==> config.mk <==
export PLATFORM = sky130hd
export DESIGN_NAME = wildcard_glob_matcher_unit
export DESIGN_NICKNAME = d
export VERILOG_FILES = /design/src/wgm_pkg.sv /design/src/wildcard_glob_matcher_unit.sv /design/src/wgm_cell.sv
export SDC_FILE = /design/constraint.sdc
export NUM_CORES = 1
export LEC_CHECK = 0
export ABC_AREA = 1
export BUFFER_PORTS_ARGS = -buffer_cell sky130_fd_sc_hd__buf_2
export CAP_MARGIN = 20
export CORE_UTILIZATION = 62
export CTS_BUF_LIST = sky130_fd_sc_hd__clkbuf_4 sky130_fd_sc_hd__clkbuf_8
export DETAILED_ROUTE_END_ITERATION = 10
export GPL_TIMING_DRIVEN = 0
export PLACE_DENSITY = 0.83
export SETUP_SLACK_MARGIN = 0.02
export SLEW_MARGIN = 5
export SYNTH_ARGS = -nofsm -noshare
export SYNTH_HDL_FRONTEND = slang
export SYNTH_SLANG_ARGS = --single-unit
export TNS_END_PERCENT = 100
==> constraint.sdc <==
create_clock -name clk -period 3.9 [get_ports clk]
set_clock_uncertainty 0.1 [all_clocks]
set_input_delay 0.39 -clock clk [delete_from_list [all_inputs] [get_ports clk]]
set_output_delay 0.39 -clock clk [all_outputs]
set_load 0.03 [all_outputs]
==> src/wgm_pkg.sv <==
package wgm_pkg;

    localparam int REG_ELEMENTS = 16;
    localparam int PATTERN_ELEMENTS_DEF = 16;
    localparam int CFG_DATA_W = 64;
    localparam int CFG_INDEX_W = 2;

    localparam logic [CFG_INDEX_W-1:0] REG_BYTES_LOW = 2'd0;
    localparam logic [CFG_INDEX_W-1:0] REG_BYTES_HIGH = 2'd1;
    localparam logic [CFG_INDEX_W-1:0] REG_KINDS = 2'd2;
    localparam logic [CFG_INDEX_W-1:0] REG_LENGTH = 2'd3;

    typedef enum logic [1:0] {
        KIND_LITERAL = 2'd0,
        KIND_ONE     = 2'd1,
        KIND_RUN     = 2'd2
    } kind_t;

    // Signals handed from one cell to the next within the same cycle.
    typedef struct packed {
        logic cur_carry;
        logic step;
        logic nc_carry;
    } link_t;

endpackage

==> src/wildcard_glob_matcher_unit.sv <==
// Wildcard glob matcher. Text bytes enter on the s_ channel, one item per byte,
// with s_tlast marking the final byte of a text. For every byte one result item
// leaves on the m_ channel: m_tdata[0] tells whether the whole pattern matches
// the text seen so far, and m_tlast echoes the input's tlast.
// The pattern is written through the cfg_ channel, which is always ready:
// index 0 and 1 hold the literal bytes, index 2 the two-bit element kinds and
// index 3 the number of elements in use. Write it only while no text is in flight.
// Each result is registered and appears in the cycle after its byte is taken, and
// one byte is taken every cycle unless a result stalls. The active set lives in a row
// of cells, one per pattern element, and the per-byte update ripples once along that
// row within the cycle. While a result waits for m_tready, the output register holds
// it and s_tready drops; taking the result frees the input in the same cycle.
// Reset clears the pattern to empty and sets the active set to the start position.
// After a byte marked last the active set returns to the start position.
module wildcard_glob_matcher_unit #(
    parameter int PATTERN_ELEMENTS = wgm_pkg::PATTERN_ELEMENTS_DEF
) (
    input  logic                               clk,
    input  logic                               rst_n,
    input  logic                               s_tvalid,
    output logic                               s_tready,
    input  logic [7:0]                         s_tdata,   // [7:0] text_byte
    input  logic                               s_tlast,   // end_of_text
    output logic                               m_tvalid,
    input  logic                               m_tready,
    output logic [7:0]                         m_tdata,   // [0] matched, [7:1] zero
    output logic                               m_tlast,   // text_done
    input  logic                               cfg_valid,
    output logic                               cfg_ready,
    input  logic [wgm_pkg::CFG_INDEX_W-1:0]    cfg_index,
    input  logic [wgm_pkg::CFG_DATA_W-1:0]     cfg_data
);
    import wgm_pkg::*;

    localparam int N = (PATTERN_ELEMENTS < REG_ELEMENTS) ? PATTERN_ELEMENTS : REG_ELEMENTS;
    localparam int LW = $clog2(N + 1);

    logic [63:0]   bytes_low_reg;
    logic [63:0]   bytes_high_reg;
    logic [31:0]   kinds_reg;
    logic [4:0]    length_reg;
    logic [LW-1:0] eff_len;

    logic          accept;
    logic          top_reg;
    logic          top_next;
    logic          out_valid_reg;
    logic          out_valid_next;
    logic          matched_reg;
    logic          matched_next;
    logic          done_reg;
    logic          done_next;

    logic [127:0]  pattern_bytes;
    logic [N:0]    nxt_vec;
    logic [N:0]    act_vec;
    link_t         links [N+1];

    assign cfg_ready = 1'b1;
    assign s_tready = !out_valid_reg || m_tready;
    assign accept = s_tvalid && s_tready;
    assign pattern_bytes = {bytes_high_reg, bytes_low_reg};

    always_comb
    begin
        if (int'(length_reg) > N)
        begin
            eff_len = LW'(N);
        end
        else
        begin
            eff_len = length_reg[LW-1:0];
        end
    end

    always_ff @(posedge clk or negedge rst_n)
    begin
        if (!rst_n)
        begin
            bytes_low_reg <= '0;
            bytes_high_reg <= '0;
            kinds_reg <= '0;
            length_reg <= '0;
        end
        else if (cfg_valid && cfg_ready)
        begin
            unique case (cfg_index)
                REG_BYTES_LOW:  bytes_low_reg <= cfg_data;
                REG_BYTES_HIGH: bytes_high_reg <= cfg_data;
                REG_KINDS:      kinds_reg <= cfg_data[31:0];
                REG_LENGTH:     length_reg <= cfg_data[4:0];
                default:        length_reg <= length_reg;
            endcase
        end
    end

    assign links[0] = '0;

    for (genvar i = 0; i < N; i++)
    begin : g_cell
        wgm_cell #(
            .START_BIT((i == 0) ? 1'b1 : 1'b0)
        ) u_cell (
            .clk      (clk),
            .rst_n    (rst_n),
            .advance  (accept),
            .restart  (s_tlast),
            .elem_en  (int'(eff_len) > i),
            .pos_en   (int'(eff_len) >= i),
            .kind     (kind_t'(kinds_reg[2*i +: 2])),
            .elem_byte(pattern_bytes[8*i +: 8]),
            .text_byte(s_tdata),
            .link_in  (links[i]),
            .link_out (links[i+1]),
            .moved_pos(nxt_vec[i]),
            .state    (act_vec[i])
        );
    end

    assign nxt_vec[N] = links[N].step | links[N].nc_carry;
    assign act_vec[N] = top_reg;

    always_comb
    begin
        top_next = top_reg;
        out_valid_next = out_valid_reg;
        matched_next = matched_reg;
        done_next = done_reg;
        if (m_tready)
        begin
            out_valid_next = 1'b0;
        end
        if (accept)
        begin
            top_next = s_tlast ? 1'b0 : nxt_vec[N];
            out_valid_next = 1'b1;
            matched_next = nxt_vec[eff_len];
            done_next = s_tlast;
        end
    end

    always_ff @(posedge clk or negedge rst_n)
    begin
        if (!rst_n)
        begin
            top_reg <= 1'b0;
            out_valid_reg <= 1'b0;
        end
        else
        begin
            top_reg <= top_next;
            out_valid_reg <= out_valid_next;
        end
    end

    always_ff @(posedge clk)
    begin
        matched_reg <= matched_next;
        done_reg <= done_next;
    end

    assign m_tvalid = out_valid_reg;
    assign m_tdata = {7'd0, matched_reg};
    assign m_tlast = done_reg;

    a_restart: assert property (@(posedge clk) disable iff (!rst_n)
        accept && s_tlast |=> act_vec == (N+1)'(1))
        else $error("active set not back at start after final byte");

    a_result: assert property (@(posedge clk) disable iff (!rst_n)
        accept |=> m_tvalid)
        else $error("accepted byte gave no result");

    a_stall: assert property (@(posedge clk) disable iff (!rst_n)
        m_tvalid && !m_tready |-> !s_tready)
        else $error("input taken while result is stalled");

    a_match: assert property (@(posedge clk) disable iff (!rst_n)
        accept && !s_tlast |=> m_tdata[0] == act_vec[$past(eff_len)])
        else $error("match flag differs from final position of stored set");

endmodule

==> src/wgm_cell.sv <==
module wgm_cell #(
    parameter logic START_BIT = 1'b0
) (
    input  logic           clk,
    input  logic           rst_n,
    input  logic           advance,
    input  logic           restart,
    input  logic           elem_en,
    input  logic           pos_en,
    input  wgm_pkg::kind_t kind,
    input  logic [7:0]     elem_byte,
    input  logic [7:0]     text_byte,
    input  wgm_pkg::link_t link_in,
    output wgm_pkg::link_t link_out,
    output logic           moved_pos,
    output logic           state
);
    import wgm_pkg::*;

    logic act_reg;
    logic act_next;
    logic cur;
    logic nxt;
    logic nxtc;
    logic is_run;
    logic moves;

    always_comb
    begin
        is_run = 1'b0;
        moves = 1'b0;
        unique case (kind)
            KIND_LITERAL: moves = (elem_byte == text_byte);
            KIND_ONE:     moves = 1'b1;
            KIND_RUN:     is_run = 1'b1;
            default:
            begin
                is_run = 1'b0;
                moves = 1'b0;
            end
        endcase
    end

    always_comb
    begin
        cur = (act_reg & pos_en) | link_in.cur_carry;
        nxt = link_in.step | (cur & is_run & elem_en);
        nxtc = nxt | link_in.nc_carry;
        link_out.cur_carry = cur & is_run & elem_en;
        link_out.step = cur & moves & elem_en;
        link_out.nc_carry = nxtc & is_run & elem_en;
        moved_pos = nxtc;
        state = act_reg;
    end

    always_comb
    begin
        act_next = act_reg;
        if (advance)
        begin
            act_next = restart ? START_BIT : nxtc;
        end
    end

    always_ff @(posedge clk or negedge rst_n)
    begin
        if (!rst_n)
        begin
            act_reg <= START_BIT;
        end
        else
        begin
            act_reg <= act_next;
        end
    end

endmodule
# ---- After elaboration in Yosys (flattened, before gate mapping)
# Index checks and enable logic that the tools add are counted.
dict set report totals {
  word_cells 342
  inputBits 80
  register_bits 184
  out_inout_bits 12
}
dict set report classes {
  n_reduce_logical 25
  eq_ne 51
  n_lt_le_gt_ge 33
  bitwise_logic 157
  muxes 53
}
# op n
set op_table {}
lappend op_table {{equality test 8 bit} 16}
lappend op_table {{AND 1 bit} 111}
lappend op_table {{OR 1 bit} 46}
lappend op_table {{greater-or-equal comparator 5 x 4 -> 1 bit (second input constant)} 8}
lappend op_table {{> comparator 5 x 4 -> 1 bit (second input constant)} 8}
lappend op_table {{equality test 2 bit (second input constant)} 18}
lappend op_table {{2-to-1 mux 1 bit} 35}
lappend op_table {{equality test 2 x 1 -> 1 bit (second input constant)} 17}
lappend op_table {{logical NOT 2 bit} 17}
lappend op_table {{case mux 1 bit (2 select lines)} 16}
lappend op_table {{greater-or-equal comparator 5 x 3 -> 1 bit (second input constant)} 4}
lappend op_table {{> comparator 5 x 3 -> 1 bit (second input constant)} 4}
lappend op_table {{greater-or-equal comparator 5 x 2 -> 1 bit (second input constant)} 2}
lappend op_table {{> comparator 5 x 1 -> 1 bit (second input constant)} 2}
lappend op_table {{> comparator 5 x 2 -> 1 bit (second input constant)} 2}
lappend op_table {{AND reduction 2 bit} 4}
lappend op_table {{less-than comparator 5 x 6 -> 1 bit (second input constant)} 1}
lappend op_table {{binary-select mux 1 bit (select 5 bit)} 1}
lappend op_table {{greater-or-equal comparator 5 x 1 -> 1 bit (second input constant)} 1}
lappend op_table {{> comparator 5 bit (second input constant)} 1}
lappend op_table {{2-to-1 mux 5 bit} 1}
lappend op_table {{nonzero test 2 bit} 1}
lappend op_table {{logical AND 1 bit} 1}
lappend op_table {{logical NOT 1 bit} 1}
lappend op_table {{logical OR 1 bit} 1}

# ---- Logic depth before layout (Yosys ltp)
dict set report depth {
  word_depth 56
  ltp_mapped 40
  depth_no_buf 39
}

# ---- By module
# A second synthesis with hierarchy kept.
dict set report unflattened {
  cells_unflattened 1433
  area_unflattened_um2 10607.7
}
# mod seq_area_each_um2 n_inst cells_each area_each_um2
set modules_own_cells {}
lappend modules_own_cells {wildcard_glob_matcher_unit 4214.0 1 710 6687.7}
lappend modules_own_cells {{wgm_cell at g_cell[10].u_cell ...} 25.0 15 45 245.2}
lappend modules_own_cells {{wgm_cell at g_cell[0].u_cell} 26.3 1 48 241.5}

# ---- Least setup slack after synthesis
# No wires, ideal clock.
dict set report synth_path {
  path_type {flip-flop to flip-flop}
  start {register length_reg[4]}
  end {register matched_reg, data pin}
  required_time_ns 3.541
  stages_incl_launch_ff 39
  t_arrival_ns 2.850
  setup_time_ns 0.259
  slack_ns 0.691
  synth_period_minus_slack_ns 3.209
  n_path_buf 1
  cell_sequence {dfrtp_1 > buf_4 > nor2_2 > nand2_2 > nor2_2 > nor2_2 > nand2_2 > nand2_2 > nand2_2 > nand2_2 > nand2_2 > nand2_2 > nand2_2 > nand2_2 > nand2_2 > o21a_1 > nand2_2 > nand2_1 > [3 not listed] > nand2_1 > nand2_2 > nand2_1 > nand2_2 > nand2_1 > nand2_2 > nand2_1 > nand2_2 > nand2_1 > nand2_2 > nand2_1 > nand2_2 > nand2_1 > nand2_2 > nand2_1 > nand2_1 > nand2_1 > nand3_2}
}
dict set report synth_between {
  elab_chain_len 56
  elab_cells_between_ends 190
  classes_between {32 x order compare; 3 x mux; 155 x bitwise}
}
# element line
set synth_rtl {}
lappend synth_rtl {{start: declaration} wildcard_glob_matcher_unit.sv:41} ;# logic [4:0] length_reg;
lappend synth_rtl {{start signal: assignment} wildcard_glob_matcher_unit.sv:91} ;# REG_LENGTH: length_reg <= cfg_data[4:0];
lappend synth_rtl {{start signal: assignment} wildcard_glob_matcher_unit.sv:92} ;# default: length_reg <= length_reg;
lappend synth_rtl {{> comparator 5 bit} wildcard_glob_matcher_unit.sv:66} ;# if (int'(length_reg) > N)
lappend synth_rtl {{2-to-1 mux 5 bit (*)} wildcard_glob_matcher_unit.sv:66}
lappend synth_rtl {{greater-or-equal comparator 5 x 1 -> 1 bit or > comparator 5 x 1 -> 1 bit (tied branches)} {wildcard_glob_matcher_unit.sv:109, wildcard_glob_matcher_unit.sv:108}}
lappend synth_rtl {{AND 1 bit, on equally long branches} {wgm_cell.sv:46, wgm_cell.sv:47, wgm_cell.sv:49}}
lappend synth_rtl {{OR 1 bit} wgm_cell.sv:46} ;# cur = (act_reg & pos_en) | link_in.cur_carry;
lappend synth_rtl {{AND 1 bit (2 in series)} {wgm_cell.sv:47, wgm_cell.sv:49}}
lappend synth_rtl {{OR 1 bit, on equally long branches} {wgm_cell.sv:46, wgm_cell.sv:47}}
lappend synth_rtl {{AND 1 bit or OR 1 bit (tied branches)} {wgm_cell.sv:47, wgm_cell.sv:49, wgm_cell.sv:48}}
lappend synth_rtl {{[38 not listed]} n/a}
lappend synth_rtl {{AND 1 bit or OR 1 bit (tied branches)} n/a}
lappend synth_rtl {{AND 1 bit, on equally long branches} n/a}
lappend synth_rtl {{OR 1 bit or AND 1 bit (tied branches)} {wgm_cell.sv:47, wgm_cell.sv:51}}
lappend synth_rtl {{OR 1 bit} wgm_cell.sv:48} ;# nxtc = nxt | link_in.nc_carry;
lappend synth_rtl {{AND 1 bit (2 in series)} wgm_cell.sv:51} ;# link_out.nc_carry = nxtc & is_run & elem_en;
lappend synth_rtl {{OR 1 bit} wildcard_glob_matcher_unit.sv:120} ;# assign nxt_vec[N] = links[N].step | links[N].nc_carry;
lappend synth_rtl {{binary-select mux 1 bit (select 5 bit) (*)} wildcard_glob_matcher_unit.sv:137} ;# matched_next = nxt_vec[eff_len];
lappend synth_rtl {{2-to-1 mux 1 bit (not written as such) (*)} wildcard_glob_matcher_unit.sv:137}
lappend synth_rtl {{end signal: assignment} wildcard_glob_matcher_unit.sv:158} ;# matched_reg <= matched_next;
lappend synth_rtl {{end: declaration} wildcard_glob_matcher_unit.sv:49} ;# logic matched_reg;
# Mark *: on every way between the ends. The rest lies on a longest branch, timed or not. The select of a mux whose other input is x is not followed.
# A chain may end at the register's enable or synchronous reset.

# ---- Final worst setup path
dict set report layout_path {
  start {register length_reg[3]}
  end {register matched_reg, data pin}
}
# Same word-level chain as after synthesis.

==> results.py <==
metrics = {
    "critical_path": {
        "critical_path_required_ps": 4030,
        "critPathLaunchType": "flop",
        "cp_common_cell": "nand2_2",
        "rr_startpoint": "length_reg[3]$_DFFE_PN0P_",
        "slowest_delay_ps": 500,
        "slowest_stage": "dfrtp_2",
        "critical_path_class": "flop to flop",
        "worst_setup_path_end_kind": "flop",
        "crit_arrival_ps": 3740,
        "cp-startpoint": "length_reg[3]$_DFFE_PN0P_",
        "worst-path-max-fanout": 6,
    },
    "routing": {
        "wl_per_cell_um": 17.8,
        "antenna_left": 0,
        "avgViaCountPerCell": 5.73,
        "drc_errors": 0,
        "vias": 8108,
        "drtPass1Iterations": 8,
        "routed_wirelength_um": 25200,
        "drtIter0Drc": 854,
    },
    "floorplanning": {
        "die_height_um": 125,
        "dieArea_um2": 15700,
        "die_w_um": 125,
        "core_area_um2": 14600,
        "start_util_pct": 64.2,
        "ios": 92,
        "num_rows": 44,
    },
    "pwr": {
        "switching_share_pct": 33.2,
        "seqPwrFrac_pct": 51.7,
        "power.switching_mw": 1.56,
        "p_leak_nw": 5.33,
        "pwr-share-comb_pct": 22.1,
        "irDropWorstVdd_v": 0.000273,
        "intPower_mw": 3.13,
        "clkPwrFrac_pct": 26.2,
        "p_per_area_nw_per_um2": 442,
        "power_mw": 4.68,
    },
    "min_path": {
        "hold_path_class": "primary input to flop",
        "hold_start": "cfg_data[61]",
    },
    "placement": {
        "place.port_buffers": 76,
        "hpwl_um": 17800,
        "place_congestion": 0.883,
        "place_inst": 1376,
    },
    "synth": {
        "yosysMostFrequentCell": "nand2_1",
        "synth_top_area_cell": "dfrtp_1",
        "synth_top_family_by_area": "simple AND/OR/NAND/NOR gates",
        "synth_top_area_share_pct": 48.2,
        "synth-xor-area-share_pct": 10.2,
        "synthMuxAreaShare_pct": 0,
        "synth.cells.most_frequent": "nand2_1, dfrtp_1, o21ai_0, inv_1, xor2_1",
        "synth-main-ff-cell": "dfrtp_1",
        "synthSimpleGateAreaFrac_pct": 19.6,
        "syn_area_per_cell_um2": 8.48,
        "synthCells": 1109,
        "synth.distinct_cells": 48,
        "yosysWarnings": 0,
        "ys_top_cells_by_area": "dfrtp_1, nand2_1, o21ai_0",
        "yosysSeqAreaShare_pct": 49.1,
        "synth_fa_ha_area_share_pct": 0,
        "synth-seq-cells": 184,
        "synth_compound_area_share_pct": 13.6,
        "mappedNetlistArea_um2": 9400,
        "async_flop_share_pct": 98.9,
        "synth-edff-count": 2,
    },
    "finish": {
        "area_delta_synth_final_pct": 12.6,
        "antennaDiodeCount": 0,
        "final_nets": 1300,
        "fin_cells": 1416,
        "multi_input_area_um2": 4180,
        "nFillCells": 1156,
        "regArea_um2": 4620,
        "final_core_util_pct": 72.3,
        "layout-drive-gt1-share_pct": 17.0,
    },
    "timing": {
        "period_share_pct": 92.6,
        "drv_slew": 0,
        "period_minus_slack_ps": 3610,
        "worst_pin_slew_ps": 907,
        "finalHoldViolations": 0,
        "max_freq_mhz": 277,
        "relSlewSlack_pct": 39.5,
        "setup_viol": 0,
    },
    "run": {
        "maxCapViolations": 0,
    },
    "clock_tree": {
        "cts_tree": "built",
        "cts_htree_levels": 4,
        "clock_path_buffers": 2,
        "path_clk_slew_ps": 100,
        "clock_latency_ps": 480,
        "cts_buffers": 17,
        "root_buffer": "clkbuf_8",
        "cts.sinks": 184,
    },
    "status": {
        "outcome": "completed",
    },
    "global_route": {
        "gr-total-overflow": 0,
        "antenna_found_initial": 0,
        "grt_pass1_wl_um": 39600,
        "grt_max_degree": 123,
        "first_global_vias": 7694,
        "grt_use_total_pct": 33.3,
    },
}
[worst max-delay path: cells and delay by family (launching register included)]
family	cells	cell delay, ps
buffers and inverters	1	60
DFF	1	500
and+or+nand+nor	37	2700
[cells in the final DEF (no fill, tap or decap), types with 27 or more instances in the layout]
master,n
xnor2_1,46
o21ai_0,174
xor2_1,63
nand2_1,268
nor2_1,27
clkbuf_1,36
nand2_2,39
buf_2,88
inv_1,101
dfrtp_1,178
[path summary, 6_finish.rpt]
check	to	slack, ps	cells past startpoint
worst max-delay path	matched_reg$_DFFE_PP_	290	38
worst min-delay path	bytes_high_reg[61]$_DFFE_PN0P_	70	3
worst max register to register	matched_reg$_DFFE_PP_	290	38
worst min register to register	g_cell[3].u_cell.state$_DFFE_PN0P_	390	2
max in group asynchronous	bytes_low_reg[16]$_DFFE_PN0P_	2390	3
min in group asynchronous	bytes_low_reg[4]$_DFFE_PN0P_	330	2
[timing repair]
item,in CTS,in global routing
endpoints found under the setup margin,0,3
hold buffers,2,0
resized for setup,0,25
setup buffers,0,7
hold endpoints to repair,60,0
[power by group through the flow]
| stage | registers, mW | logic [mW] | clock network, mW |
|---|---|---|---|
| global route | 2.46 | 1.16 | 1.30 |
| global placement | 2.43 | 0.937 | 0 |
| floorplan | 2.39 | 0.704 | 0 |
| detailed placement | 2.44 | 0.975 | 0 |
| CTS | 2.41 | 0.984 | 1.21 |
| finish | 2.42 | 1.03 | 1.23 |
[per-layer routing]
layer	wire length, µm	global-route usage (%)	vias to the layer above
li1	-	-	3775
met1	10200	43.6	3926
met2	11900	52.3	328
met3	1780	7.10	79
met4	1210	17.8	0
met5	0	0	-
[logic make-up (layout without fill, tap and decap cells)]
kind of cell	count (synthesis)	count (layout)
simple gates	415	415
compound gates	230	230
flops	184	184
buf+inv	169	286
xor+xnor	109	109
other cells	2	8
[through the flow]
step                      setup slack [ps]  hold slack (ps)  area, µm²  TNS (ps)
after global routing                 -32.1             71.2      10600     -32.1
after CTS                              114             66.0      10500         0
after global placement                -510              367      10000    -89610
after detailed placement             -17.9              258      10100     -17.9
after floorplan                        691            -5.59       9430         0
final                                  289             66.5      10600         0
[area by class of cell]
cell class                 count  share of cell area, %
sequential                   184                   43.6
multi-input combinational    762                   39.5
timing repair buffer          86                   4.63
inverter                     108                   3.93
clock buffer                  23                   2.81
buffer                        61                   2.78
tap                          184                   2.17
clock inverter                 8                  0.591
No activity file was read; power rests on OpenSTA's default activity.
